===== config.mk =====
export PLATFORM = sky130hd
export DESIGN_NAME = lbbc_front
export DESIGN_NICKNAME = d
export VERILOG_FILES = /design/src/design/lbbc_pkg.sv /design/src/design/lbbc_front.sv
export SDC_FILE = /design/constraint.sdc
export NUM_CORES = 1
export LEC_CHECK = 0
export BUFFER_PORTS_ARGS = -buffer_cell sky130_fd_sc_hd__buf_2
export CAP_MARGIN = 0
export CORE_MARGIN = 1
export CORE_UTILIZATION = 52
export DETAILED_ROUTE_END_ITERATION = 6
export PLACE_DENSITY_LB_ADDON = 0.2
export SYNTH_ARGS = -nofsm -noshare
export SYNTH_HDL_FRONTEND = slang
export SYNTH_SLANG_ARGS = --single-unit

===== constraint.sdc =====
create_clock -name clk -period 5 [get_ports clk]
set_input_delay 1 -clock clk [delete_from_list [all_inputs] [get_ports clk]]
set_output_delay 1 -clock clk [all_outputs]
set_load 0.05 [all_outputs]

===== src/design/lbbc_pkg.sv =====
`default_nettype none
package lbbc_pkg;

    typedef enum logic [2:0] {
        OP_INSERT = 3'd0,
        OP_RESIZE = 3'd1,
        OP_TOUCH  = 3'd2,
        OP_REMOVE = 3'd3,
        OP_QUERY  = 3'd4
    } op_t;

    typedef enum logic [1:0] {
        ST_OK       = 2'd0,
        ST_NOTFOUND = 2'd1,
        ST_OVERSIZE = 2'd2
    } status_t;

    localparam logic KIND_EVICT = 1'b0;
    localparam logic KIND_FINAL = 1'b1;

    localparam int CAP_W  = 25;
    localparam int SIZE_W = 24;
    localparam int ADDR_W = 32;
    localparam logic [CAP_W-1:0] CAP_RESET = 25'd1048576;

    typedef struct packed {
        logic [2:0]        op;
        logic [ADDR_W-1:0] addr;
        logic [SIZE_W-1:0] size;
    } cmd_t;

    typedef struct packed {
        logic              kind;
        logic [ADDR_W-1:0] addr;
        logic [SIZE_W-1:0] size;
        logic [1:0]        status;
        logic              last;
    } res_t;

    typedef enum logic [3:0] {
        S_IDLE,
        S_SEARCH,
        S_DISPATCH,
        S_FITCHK,
        S_LRU,
        S_EVICT,
        S_COMMIT,
        S_STAMP,
        S_RANK,
        S_RANKWR,
        S_RESP
    } bstate_t;

endpackage
`default_nettype wire


===== src/design/lbbc_front.sv =====
`default_nettype none
module lbbc_front (
    input  wire                  clk,
    input  wire                  rst_n,
    input  wire                  in_valid,
    output logic                 in_ready,
    input  wire lbbc_pkg::cmd_t  in_cmd,
    output logic                 q_valid,
    input  wire                  q_ready,
    output lbbc_pkg::cmd_t       q_cmd
);
    import lbbc_pkg::*;

    // two-entry queue between intake and the engine
    cmd_t       mem_reg [2];
    logic       wptr_reg, wptr_next;
    logic       rptr_reg, rptr_next;
    logic [1:0] cnt_reg, cnt_next;
    logic       push, pop;

    assign in_ready = (cnt_reg != 2'd2);
    assign q_valid  = (cnt_reg != 2'd0);
    assign q_cmd    = mem_reg[rptr_reg];
    assign push     = in_valid && in_ready;
    assign pop      = q_valid && q_ready;

    always_comb
    begin
        wptr_next = push ? ~wptr_reg : wptr_reg;
        rptr_next = pop ? ~rptr_reg : rptr_reg;
        cnt_next  = cnt_reg + {1'b0, push} - {1'b0, pop};
    end

    always_ff @(posedge clk or negedge rst_n)
    begin
        if (!rst_n)
        begin
            wptr_reg <= 1'b0;
            rptr_reg <= 1'b0;
            cnt_reg  <= 2'd0;
        end
        else
        begin
            wptr_reg <= wptr_next;
            rptr_reg <= rptr_next;
            cnt_reg  <= cnt_next;
        end
    end

    always_ff @(posedge clk)
    begin
        if (push)
            mem_reg[wptr_reg] <= in_cmd;
    end

    a_cnt_range: assert property (@(posedge clk) disable iff (!rst_n) cnt_reg != 2'd3)
        else $error("queue count out of range");
    a_no_push_full: assert property (@(posedge clk) disable iff (!rst_n)
        cnt_reg == 2'd2 |-> !push)
        else $error("push into full queue");
    a_no_pop_empty: assert property (@(posedge clk) disable iff (!rst_n)
        cnt_reg == 2'd0 |-> !pop)
        else $error("pop from empty queue");

endmodule
`default_nettype wire


# ---- Yosys cells after proc, flatten, opt, wreduce, memory -nomap -nowiden
# Memories as Yosys holds them, arrays and structs flattened.
# Index checks and enable logic that the tools add are counted.
dict set report totals {
  input_bits 63
  elab_cells 14
  out_inout_bits 61
  register_bits 4
  mem_count 1
  ram_bits 118
}
dict set report op_classes {
  reduce_logical 3
  eq_ne 1
  addsub 2
  muxes 2
  n_bitwise 2
}
# name depth word_bits read_ports rd_ports_with_merged_regs write_ports line
set memory_table {}
lappend memory_table {mem_reg 2 59 1 0 1 lbbc_front.sv:15} ;# cmd_t mem_reg [2];
# op count
set ops {}
lappend ops {{adder 2 x 1 -> 2 bit} 1}
lappend ops {{logical AND 1 bit} 2}
lappend ops {{two-way mux 1 bit} 2}
lappend ops {{!= test 2 bit (second input constant)} 1}
lappend ops {{inverter 1 bit} 2}
lappend ops {{nonzero test 2 bit} 1}
lappend ops {{subtractor 2 x 1 -> 2 bit} 1}

# ---- Logic depth before layout (Yosys ltp)
# Gate-level depths: netlist of the first run.
dict set report depth {
  word_depth 4
  ltp_mapped 7
  mapped_depth_nobuf 7
}

# ---- Least setup slack after synthesis of the first run
# OpenSTA, ideal clock, no wires.
dict set report synth_timing {
  kind {input to register}
  start {input port in_valid}
  end {memory mem_reg[0][0] (netlist bit), enable pin}
  n_path_buf 0
  arrival_ps 3588
  slack_ps 935
  setup_time_ps 476
  t_required_ps 4524
  path_stages 2
  cell_sequence {nand2_1 > nor2_1}
}
dict set report synth_via {
  elab_chain_cells 3
}
# element line
set synth_rtl {}
lappend synth_rtl {{start: declaration} lbbc_front.sv:5} ;# input wire in_valid,
lappend synth_rtl {{logical AND 1 bit} lbbc_front.sv:24} ;# assign push = in_valid && in_ready;
lappend synth_rtl {{two-way mux 1 bit} lbbc_front.sv:52} ;# if (push)
lappend synth_rtl {{two-way mux 1 bit (not written as such)} lbbc_front.sv:53} ;# mem_reg[wptr_reg] <= in_cmd;
lappend synth_rtl {{end: declaration} lbbc_front.sv:15}
# No other way between the ends.

==> impl_metrics.py, run 1 <==
metrics = {
    "drt": {
        "firstDrtPassIters": 4,
        "drt_iter0_drc": 52,
        "ant_nets": 0,
        "routed_via_density": 5.00,
        "finalWirelength_um": 7410,
        "drcViolationCount": 0,
        "routed-via-count": 2295,
        "wl_per_cell_um": 16.2,
    },
    "synth": {
        "synth.net_count": 266,
        "yosysTopAreaCell": "edfxtp_1",
        "ys_warn_count": 0,
        "ys_types": 14,
        "ys_top_cells_by_count": "edfxtp_1, mux2_4, buf_6",
        "ys_seq_elements": 122,
        "synth_area_leaders": "edfxtp_1, mux2_4, dfrtp_1, buf_6, xnor2_1",
        "synthCells": 201,
        "synth_ff_type": "edfxtp_1",
        "async_reset_ff_share_pct": 3.28,
        "synth_edf_count": 118,
        "synth.most_common_cell": "edfxtp_1",
        "syn_avg_cell_area_um2": 23.4,
        "synth_area_mm2": 0.00471,
        "ys_seq_area_share_pct": 77.4,
        "synth.top_cell.area_share_pct": 75.3,
    },
    "global_routing": {
        "grt_max_degree": 61,
        "grt.total_usage_pct": 16.5,
        "grt_pass1_vias": 2361,
        "antenna_found_initial": 0,
        "grt_overflow": 0,
        "grt_pass1_wl_um": 11600,
    },
    "clock_tree": {
        "cts_tree": "done",
        "clock-sinks": 122,
        "cts_made_buffers": 17,
        "clk_latency_ns": 0.50,
        "cts_max_path_buffers": 2,
        "clockRootBuffer": "clkbuf_8",
        "htree_levels": 4,
        "post_cts_resized": 0,
        "cts_hold_buf": 0,
        "clk_pin_slew_ns": 0.06,
        "postCtsSetupBuffers": 0,
    },
    "placed_design": {
        "place_congestion": 0.687,
        "post-place-ws_ns": 2.15,
        "place_hpwl_um": 4740,
        "port_buffers": 123,
    },
    "worst_hold_path": {
        "min_path_type": "in2async",
    },
    "power_and_ir_drop": {
        "p_leak_uw": 0.00242,
        "internal_power_uw": 2650,
        "share_seq_of_total_power_pct": 36.5,
        "p_clk_share_pct": 25.3,
        "switching_share_pct": 39.5,
        "worst_ir_drop_vdd_mv": 0.607,
        "p_per_area_mw_per_mm2": 734,
        "p_switching_uw": 1730,
        "comb_power_share_pct": 38.2,
    },
    "floorplan": {
        "die-area_mm2": 0.00944,
        "rows": 34,
        "core_area_mm2": 0.00876,
        "pin_count": 124,
        "die_h_um": 97.1,
        "die_x_um": 97.1,
        "start_util_pct": 53.7,
    },
    "layout": {
        "synthToLayoutAreaGrowth_pct": 26.7,
        "largest_reg_flops": 118,
        "final_nets": 403,
        "layout-drive-gt1-share_pct": 62.7,
        "diodes": 0,
    },
    "critical_path": {
        "max_stage_delay_ns": 1.18,
        "critical_path_class": "reg2out",
        "critical_path_required_ns": 4.00,
        "startpoint_type": "flip-flop",
        "endpoint_kind": "output port",
        "critical_path_arrival_ns": 2.28,
        "cpMaxStageDelayCell": "dfrtp_4",
        "crit_fanout": 60,
        "critical_path.cell_chain": "mux2_4 > buf_2",
    },
    "timing": {
        "slew_violations": 0,
        "clock_skew_ns": 0.00550,
        "finalWorstSetupSlack_ns": 1.72,
        "min_period_over_period_pct": 65.7,
        "setup_viol": 0,
        "clock.fmax_mhz": 305,
        "hold_viol": 0,
        "relSlewSlack_pct": 24.6,
        "worstMarginPinSlew_ns": 1.13,
        "tns_ns": 0,
        "period_needed_ns": 3.28,
        "rsz0062_at_grt": "no",
    },
    "run": {
        "drv_cap": 0,
    },
    "status": {
        "outcome": "finished clean",
    },
}
==> per-stage QoR <==
stage	power, uW	cells	hold WS, ns	utilization, %	area, um^2
after floorplan	3020	201	0.461	-	4710
after global placement	3280	427	0.498	61.7	5410
after detailed placement	3310	427	0.507	61.7	5410
after CTS	4420	459	0.277	68.1	5960
after global routing	4540	459	0.282	68.1	5960
final	4380	459	0.300	68.1	5960
==> critical path: cells and delay by family, from the launching register on <==
kind / cells / cell delay (ns)
buf+inv: 1 / 0.21
flops: 1 / 1.18
mux: 1 / 0.36
==> cell usage in the layout (no fill, tap or decap) <==
| cell type | netlist | routed |
|---|---|---|
| buf_2 | 0 | 123 |
| edfxtp_1 | 118 | 118 |
| mux2_4 | 59 | 59 |
| clkbuf_16 | 0 | 16 |
| clkinvlp_4 | 0 | 6 |
| xnor2_1 | 3 | 3 |
| inv_6 | 0 | 3 |
| clkinv_4 | 0 | 3 |
| dfrtp_1 | 4 | 3 |
| ha_1 | 2 | 2 |
| buf_4 | 0 | 2 |
| or2_1 | 1 | 1 |
| and2_4 | 1 | 1 |
| nand2b_1 | 1 | 1 |
| nand2_1 | 1 | 1 |
| inv_1 | 1 | 1 |
| and3_2 | 0 | 1 |
| nor2_4 | 0 | 1 |
| xor2_1 | 1 | 1 |
| clkbuf_8 | 0 | 1 |
| clkinv_2 | 0 | 1 |
| bufinv_16 | 0 | 1 |
| inv_8 | 0 | 1 |
| dfrtp_4 | 0 | 1 |
==> power groups by stage <==
stage / sequential [uW] / combinational, uW / clock (uW)
after global placement: 1610 / 1680 / 0
after detailed placement: 1620 / 1690 / 0
final: 1600 / 1670 / 1110
after floorplan: 1480 / 1540 / 0
after CTS: 1600 / 1690 / 1130
after global routing: 1630 / 1740 / 1170
==> area by class of cell <==
| type | count | area [um^2] |
|---|---|---|
| Inverter | 1 | 3.75 |
| Fill cell | 594 | 2800 |
| Clock inverter | 15 | 144 |
| Sequential cell | 122 | 3650 |
| Clock buffer | 17 | 414 |
| Timing Repair Buffer | 125 | 631 |
| Multi-Input combinational cell | 71 | 990 |
| Tap cell | 108 | 135 |
==> worst paths after layout <==
check                           start              to  slack [ns]  depth (start not counted)
max                          rptr_reg       q_cmd[20]        1.72                          2
min                             rst_n      cnt_reg[0]        0.30                          1
max reg2reg                cnt_reg[1]  mem_reg[0][29]        2.74                          4
min reg2reg                cnt_reg[0]      cnt_reg[0]        0.52                          1
max in group asynchronous       rst_n        rptr_reg        4.56                          1
min in group clk           cnt_reg[0]      cnt_reg[0]        0.52                          1
==> cells by family (layout without fill, tap and decap cells) <==
logic type | Yosys count | count (layout) | share of synthesized area, %
DFF | 122 | 122 | 77.4
buffers and inverters | 8 | 158 | 1.75
xor gates and xnor gates | 4 | 4 | 0.744
adders and majority gates | 2 | 2 | 0.532
and+or+nand+nor | 6 | 6 | 0.744
muxes | 59 | 59 | 18.8
==> metal layers <==
metal  part of all wire, %  up-vias  GRT usage [%]
li1                      -     1076              -
met1                    42     1104           19.7
met2                    49       95           26.3
met3                   6.3       20           6.76
met4                   2.6        0           7.58
met5                     0        -              0
Power figures use the tool's default switching activity.
==> run 2, diff against run 1 <==
Clock period 5 ns to 3.2 ns, I/O delays scaled along.
==> run 2 against run 1 <==
Net effect: first-iteration DRC count rose by 130%; total power rose by 59%; setup slack got worse by 1.1 ns; via count fell by 0.87%; global-route usage rose by 0.25 points; clock-buffer cell count rose by 2.
==> impl_metrics.py, run 2 (same netlist as run 1, synthesis figures left out) <==
metrics = {
    "global_routing": {
        "grt_max_degree": 53,
        "grt.total_usage_pct": 16.8,
        "grt_overflow": 0,
        "grt_pass1_vias": 2355,
        "grt_pass1_wl_um": 11800,
        "antenna_found_initial": 1,
    },
    "critical_path": {
        "critical_path_class": "reg2out",
        "endpoint_kind": "output port",
        "critical_path_required_ns": 2.56,
        "critical_path.cell_chain": "buf_4 > mux2_4 > buf_2",
        "crit_family": "buffers and inverters",
        "cpMaxStageDelayCell": "dfrtp_4",
        "critical_path_arrival_ns": 1.99,
        "crit_fanout": 21,
        "max_stage_delay_ns": 0.52,
        "crit_buf_inv": 2,
        "startpoint_type": "flip-flop",
    },
    "floorplan": {
        "die_x_um": 97.1,
        "core_area_mm2": 0.00876,
        "pin_count": 124,
        "rows": 34,
        "die-area_mm2": 0.00944,
        "start_util_pct": 53.7,
        "die_h_um": 97.1,
    },
    "timing": {
        "clock_skew_ns": 0.00677,
        "setup_viol": 0,
        "rsz0062_at_grt": "no",
        "worstMarginPinSlew_ns": 0.393,
        "whs_ns": 0.332,
        "relSlewSlack_pct": 73.8,
        "hold_viol": 0,
        "tns_ns": 0,
        "slew_violations": 0,
        "clock.fmax_mhz": 381,
        "min_period_over_period_pct": 82.1,
        "period_needed_ns": 2.63,
    },
    "status": {
        "outcome": "finished clean",
    },
    "worst_hold_path": {
        "min_path_type": "in2reg",
    },
    "clock_tree": {
        "clock-sinks": 122,
        "postCtsSetupBuffers": 0,
        "clk_latency_ns": 0.49,
        "htree_levels": 4,
        "clockRootBuffer": "clkbuf_8",
        "clk_pin_slew_ns": 0.06,
        "cts_tree": "done",
        "cts_made_buffers": 17,
        "cts_max_path_buffers": 2,
    },
    "placed_design": {
        "placed_cell_area_mm2": 0.00546,
        "place_congestion": 0.724,
        "place_hpwl_um": 4790,
        "port_buffers": 123,
    },
    "layout": {
        "final_nets": 406,
        "final_cell_area_mm2": 0.00604,
        "final_cell_mix": "buf_2, edfxtp_1, mux2_4, clkbuf_16",
        "largest_reg_flops": 118,
        "layout-drive-gt1-share_pct": 61.3,
        "nFillCells": 589,
        "seq_area_mm2": 0.00365,
        "synthToLayoutAreaGrowth_pct": 28.4,
        "multi_input_area_um2": 990,
        "final_common_cell": "buf_2",
    },
    "drt": {
        "routed_via_density": 4.91,
        "routed-via-count": 2275,
        "ant_nets": 0,
        "drt_iter0_drc": 118,
        "finalWirelength_um": 7530,
        "firstDrtPassIters": 4,
        "wl_per_cell_um": 16.3,
        "drcViolationCount": 0,
    },
    "power_and_ir_drop": {
        "p_leak_uw": 0.00246,
        "p_per_area_mw_per_mm2": 1150,
        "worst_ir_drop_vdd_mv": 0.596,
    },
    "run": {
        "drv_cap": 0,
    },
}
## run 2: final timing paths
path | cells after the start | startpoint | slack, ns | endpoint
hold reg to reg | 1 | cnt_reg[0] | 0.54 | cnt_reg[0]
setup reg to reg | 7 | cnt_reg[1] | 1.50 | cnt_reg[1]
max in group asynchronous | 2 | rst_n | 2.55 | rptr_reg
hold / removal | 1 | in_cmd[33] | 0.33 | mem_reg[0][33]
min in group asynchronous | 2 | rst_n | 0.50 | cnt_reg[0]
setup / recovery | 3 | rptr_reg | 0.57 | q_cmd[3]
## run 2: area by class of cell
| type | count | area share, % |
|---|---|---|
| Antenna cell | 1 | 0.0414 |
| Clock buffer | 19 | 6.98 |
| Clock inverter | 13 | 2.50 |
| Inverter | 1 | 0.0621 |
| Multi-Input combinational cell | 71 | 16.4 |
| Sequential cell | 122 | 60.3 |
| Tap cell | 108 | 2.24 |
| Timing Repair Buffer | 128 | 11.5 |
## run 2: report_power, final
group | internal [uW] | leakage [uW] | total, uW | switching, uW
Clock | 1180 | 0.000271 | 1810 | 637
Sequential | 2190 | 0.00114 | 2320 | 125
Combinational | 930 | 0.00105 | 2830 | 1900
Total | 4300 | 0.00246 | 6960 | 2660
## run 2: layer usage
layer  up-vias  track usage [%]  wire [um]
li1       1079                -          -
met4         0             7.69         93
met1      1110             20.6       3250
met2        77             26.8       3780
met3         9             5.83        406
met5         -                0          0
## run 2: through the flow
| step | total power, uW | instances | worst slack [ns] | util (%) |
|---|---|---|---|---|
| finish | 6960 | 463 | 0.574 | 69.0 |
| global route | 7210 | 463 | 0.494 | 69.0 |
| CTS | 7040 | 462 | 0.539 | 68.9 |
| detailed placement | 5200 | 429 | 1.08 | 62.3 |
| global placement | 5180 | 429 | 1.08 | 62.3 |
| floorplan | 4710 | 201 | 0.211 | - |
## run 2: worst reg2reg max path: cells and delay by family, from the launching register on
kind,cells,cell delay (ns)
flops,1,0.41
simple gates,2,0.45
xor+xnor,2,0.29
buf+inv,1,0.04
fa+ha+maj,2,0.45
## run 2: what timing repair did
action	CTS	global route
gates resized for setup	0	0
hold endpoints to repair	4	0
hold buffers	1	0
==> run 3, diff against run 2 <==
Settings changed: ABC_AREA from default to 1, CORE_UTILIZATION 52 to 47.
Clock period 3.2 ns to 2.2 ns, I/O delays scaled along.
==> run 3 against run 2 <==
Net effect: combinational power is 56% higher; total power is 52% higher; hold slack worse by 0.22 ns; largest power group unchanged; highest routed layer unchanged.
==> impl_metrics.py, run 3 <==
metrics = {
    "status": {
        "outcome": "finished clean",
    },
    "global_routing": {
        "antenna_found_initial": 1,
        "grt_pass1_wl_um": 13100,
        "grt_max_degree": 61,
        "grt_overflow": 0,
        "grt.total_usage_pct": 17.8,
        "grt_pass1_vias": 2745,
    },
    "run": {
        "drv_cap": 0,
    },
    "clock_tree": {
        "htree_levels": 4,
        "clk_latency_ns": 0.51,
        "clk_pin_slew_ns": 0.06,
        "cts_max_path_buffers": 2,
        "cts_tree": "done",
        "clock-sinks": 122,
        "clockRootBuffer": "clkbuf_8",
        "cts_made_buffers": 17,
    },
    "critical_path": {
        "critical_path_arrival_ns": 1.69,
        "critPathCapture": "q_cmd[34]",
        "cp_num_cells": 4,
        "endpoint_kind": "output port",
        "cpMostUsedCell": "nand2_1",
        "cpMaxStageDelayCell": "dfrtp_4",
        "critical_path_class": "reg2out",
        "rr_endpoint": "mem_reg[0][36]",
        "critical_path_required_ns": 1.76,
        "ff2ff_path_depth": 4,
        "critical_path.cell_chain": "clkbuf_16 > nand2_1 > nand2_1 > clkbuf_4",
        "crit_buf_inv": 2,
        "startpoint_type": "flip-flop",
        "r2r_slack_ns": 0.70,
        "max_stage_delay_ns": 0.56,
        "crit_start": "rptr_reg",
        "timing.rr.start": "wptr_reg",
        "crit_fanout": 22,
        "crit_family": "flip-flops",
    },
    "drt": {
        "met2_length_um": 4150,
        "drcViolationCount": 0,
        "wl_per_cell_um": 13.9,
        "wirelength_met1_um": 3850,
        "ant_nets": 0,
        "routed-via-count": 2836,
        "top_layer": "met4",
        "wl_met3_um": 510,
        "routed_via_density": 4.58,
        "finalWirelength_um": 8610,
        "drt_iter0_drc": 82,
        "firstDrtPassIters": 4,
    },
    "timing": {
        "worstMarginPinSlew_ns": 0.427,
        "period_needed_ns": 2.13,
        "hold_viol": 0,
        "relSlewSlack_pct": 71.6,
        "whs_ns": 0.114,
        "min_period_over_period_pct": 96.6,
        "clock_skew_ns": 0.0121,
        "rsz0062_at_grt": "yes",
        "slew_violations": 0,
        "clock.fmax_mhz": 470,
        "setup_viol": 0,
    },
    "synth": {
        "synth.top_cell.area_share_pct": 77.7,
        "syn_avg_cell_area_um2": 13.4,
        "synth_edf_count": 118,
        "synth.most_common_cell": "nand2_1",
        "ys_top_cells_by_count": "nand2_1, edfxtp_1, inv_1",
        "synth_area_leaders": "edfxtp_1, nand2_1, dfrtp_1, buf_6, buf_4",
        "async_reset_ff_share_pct": 3.28,
        "synth.net_count": 405,
        "ys_types": 10,
        "synth_area_mm2": 0.00456,
        "yosysTopAreaCell": "edfxtp_1",
        "ys_seq_area_share_pct": 79.8,
        "synth_ff_type": "edfxtp_1",
        "ys_seq_elements": 122,
        "ys_warn_count": 0,
        "synthCells": 340,
    },
    "layout": {
        "diodes": 0,
        "synthToLayoutAreaGrowth_pct": 32.8,
        "final_cell_mix": "nand2_1, edfxtp_1, buf_2, clkbuf_4, clkbuf_16",
        "final_cell_area_mm2": 0.00606,
        "nFillCells": 723,
        "final_common_cell": "nand2_1",
        "multi_input_area_um2": 767,
        "seq_area_mm2": 0.00365,
        "largest_reg_flops": 118,
        "stdcell_count": 619,
        "final_nets": 542,
        "layout-drive-gt1-share_pct": 33.7,
    },
    "power_and_ir_drop": {
        "p_leak_uw": 0.00263,
        "p_per_area_mw_per_mm2": 1750,
        "worst_ir_drop_vdd_mv": 0.841,
    },
    "floorplan": {
        "die-area_mm2": 0.0101,
        "start_util_pct": 48.9,
        "pin_count": 124,
        "die_h_um": 101,
        "die_x_um": 101,
        "core_area_mm2": 0.00933,
        "rows": 35,
    },
    "placed_design": {
        "dp.cells": 584,
        "place_hpwl_um": 5160,
        "placed_cell_area_mm2": 0.00529,
        "place_congestion": 0.688,
        "port_buffers": 123,
    },
    "worst_hold_path": {
        "min_path_type": "in2reg",
    },
}
-- run 3: cells by family (layout without fill, tap and decap cells) --
group	count (synthesis)	in the layout	share of synthesized area [%]
simple gates	194	194	16.0
flops	122	122	79.8
fa+ha+maj	2	2	0.548
buf+inv	22	172	3.56
-- run 3: repair_timing --
action / 4_1_cts / 5_1_grt
pin swaps: 0 / 0
gates resized for setup: 4 / 39
buffers inserted: 1 / 0
hold buffers: 1 / 0
cloned: 0 / 1
endpoints found under the setup margin: 59 / 43
hold endpoints to repair: 4 / 0
-- run 3: how the worst min path moves through the flow --
stage,startpoint,end,slack [ns],cells past startpoint
5_1_grt,in_cmd[51],mem_reg[0][51],0.09,1
2_1_floorplan,rst_n,cnt_reg[0],0.14,0
6_report,in_cmd[8],mem_reg[0][8],0.11,1
3_3_place_gp,rst_n,wptr_reg,0.27,1
4_1_cts,in_cmd[51],mem_reg[1][51],0.1,1
3_5_place_dp,rst_n,wptr_reg,0.27,1
-- run 3: final cells by class --
class / count / area share (%)
Multi-Input combinational cell: 196 / 12.7
Clock buffer: 18 / 6.89
Timing Repair Buffer: 131 / 13.4
Tap cell: 129 / 2.66
Clock inverter: 14 / 3.22
Sequential cell: 122 / 60.2
Inverter: 9 / 1.05
-- run 3: power by group --
part           switching (uW)  internal (uW)
registers                 172           3180
clock network             997           1840
logic                    3380           1030
-- run 3: routing by layer --
metal / track usage [%] / vias up
met3: 6.03 / 9
met1: 22.0 / 1309
met5: 0 / -
li1: - / 1416
met4: 7.80 / 0
met2: 28.7 / 102
-- run 3: metrics by stage --
step                      utilization (%)  power [uW]  setup WS [ns]  setup TNS, ns
after detailed placement             56.8        7570          0.301              0
final                                65.0       10600         0.0738              0
after global placement               56.8        7530          0.338              0
after CTS                            63.7       10500        0.00271              0
after global routing                 65.0       11100        -0.0112        -0.0462
after floorplan                         -        6690         0.0628              0
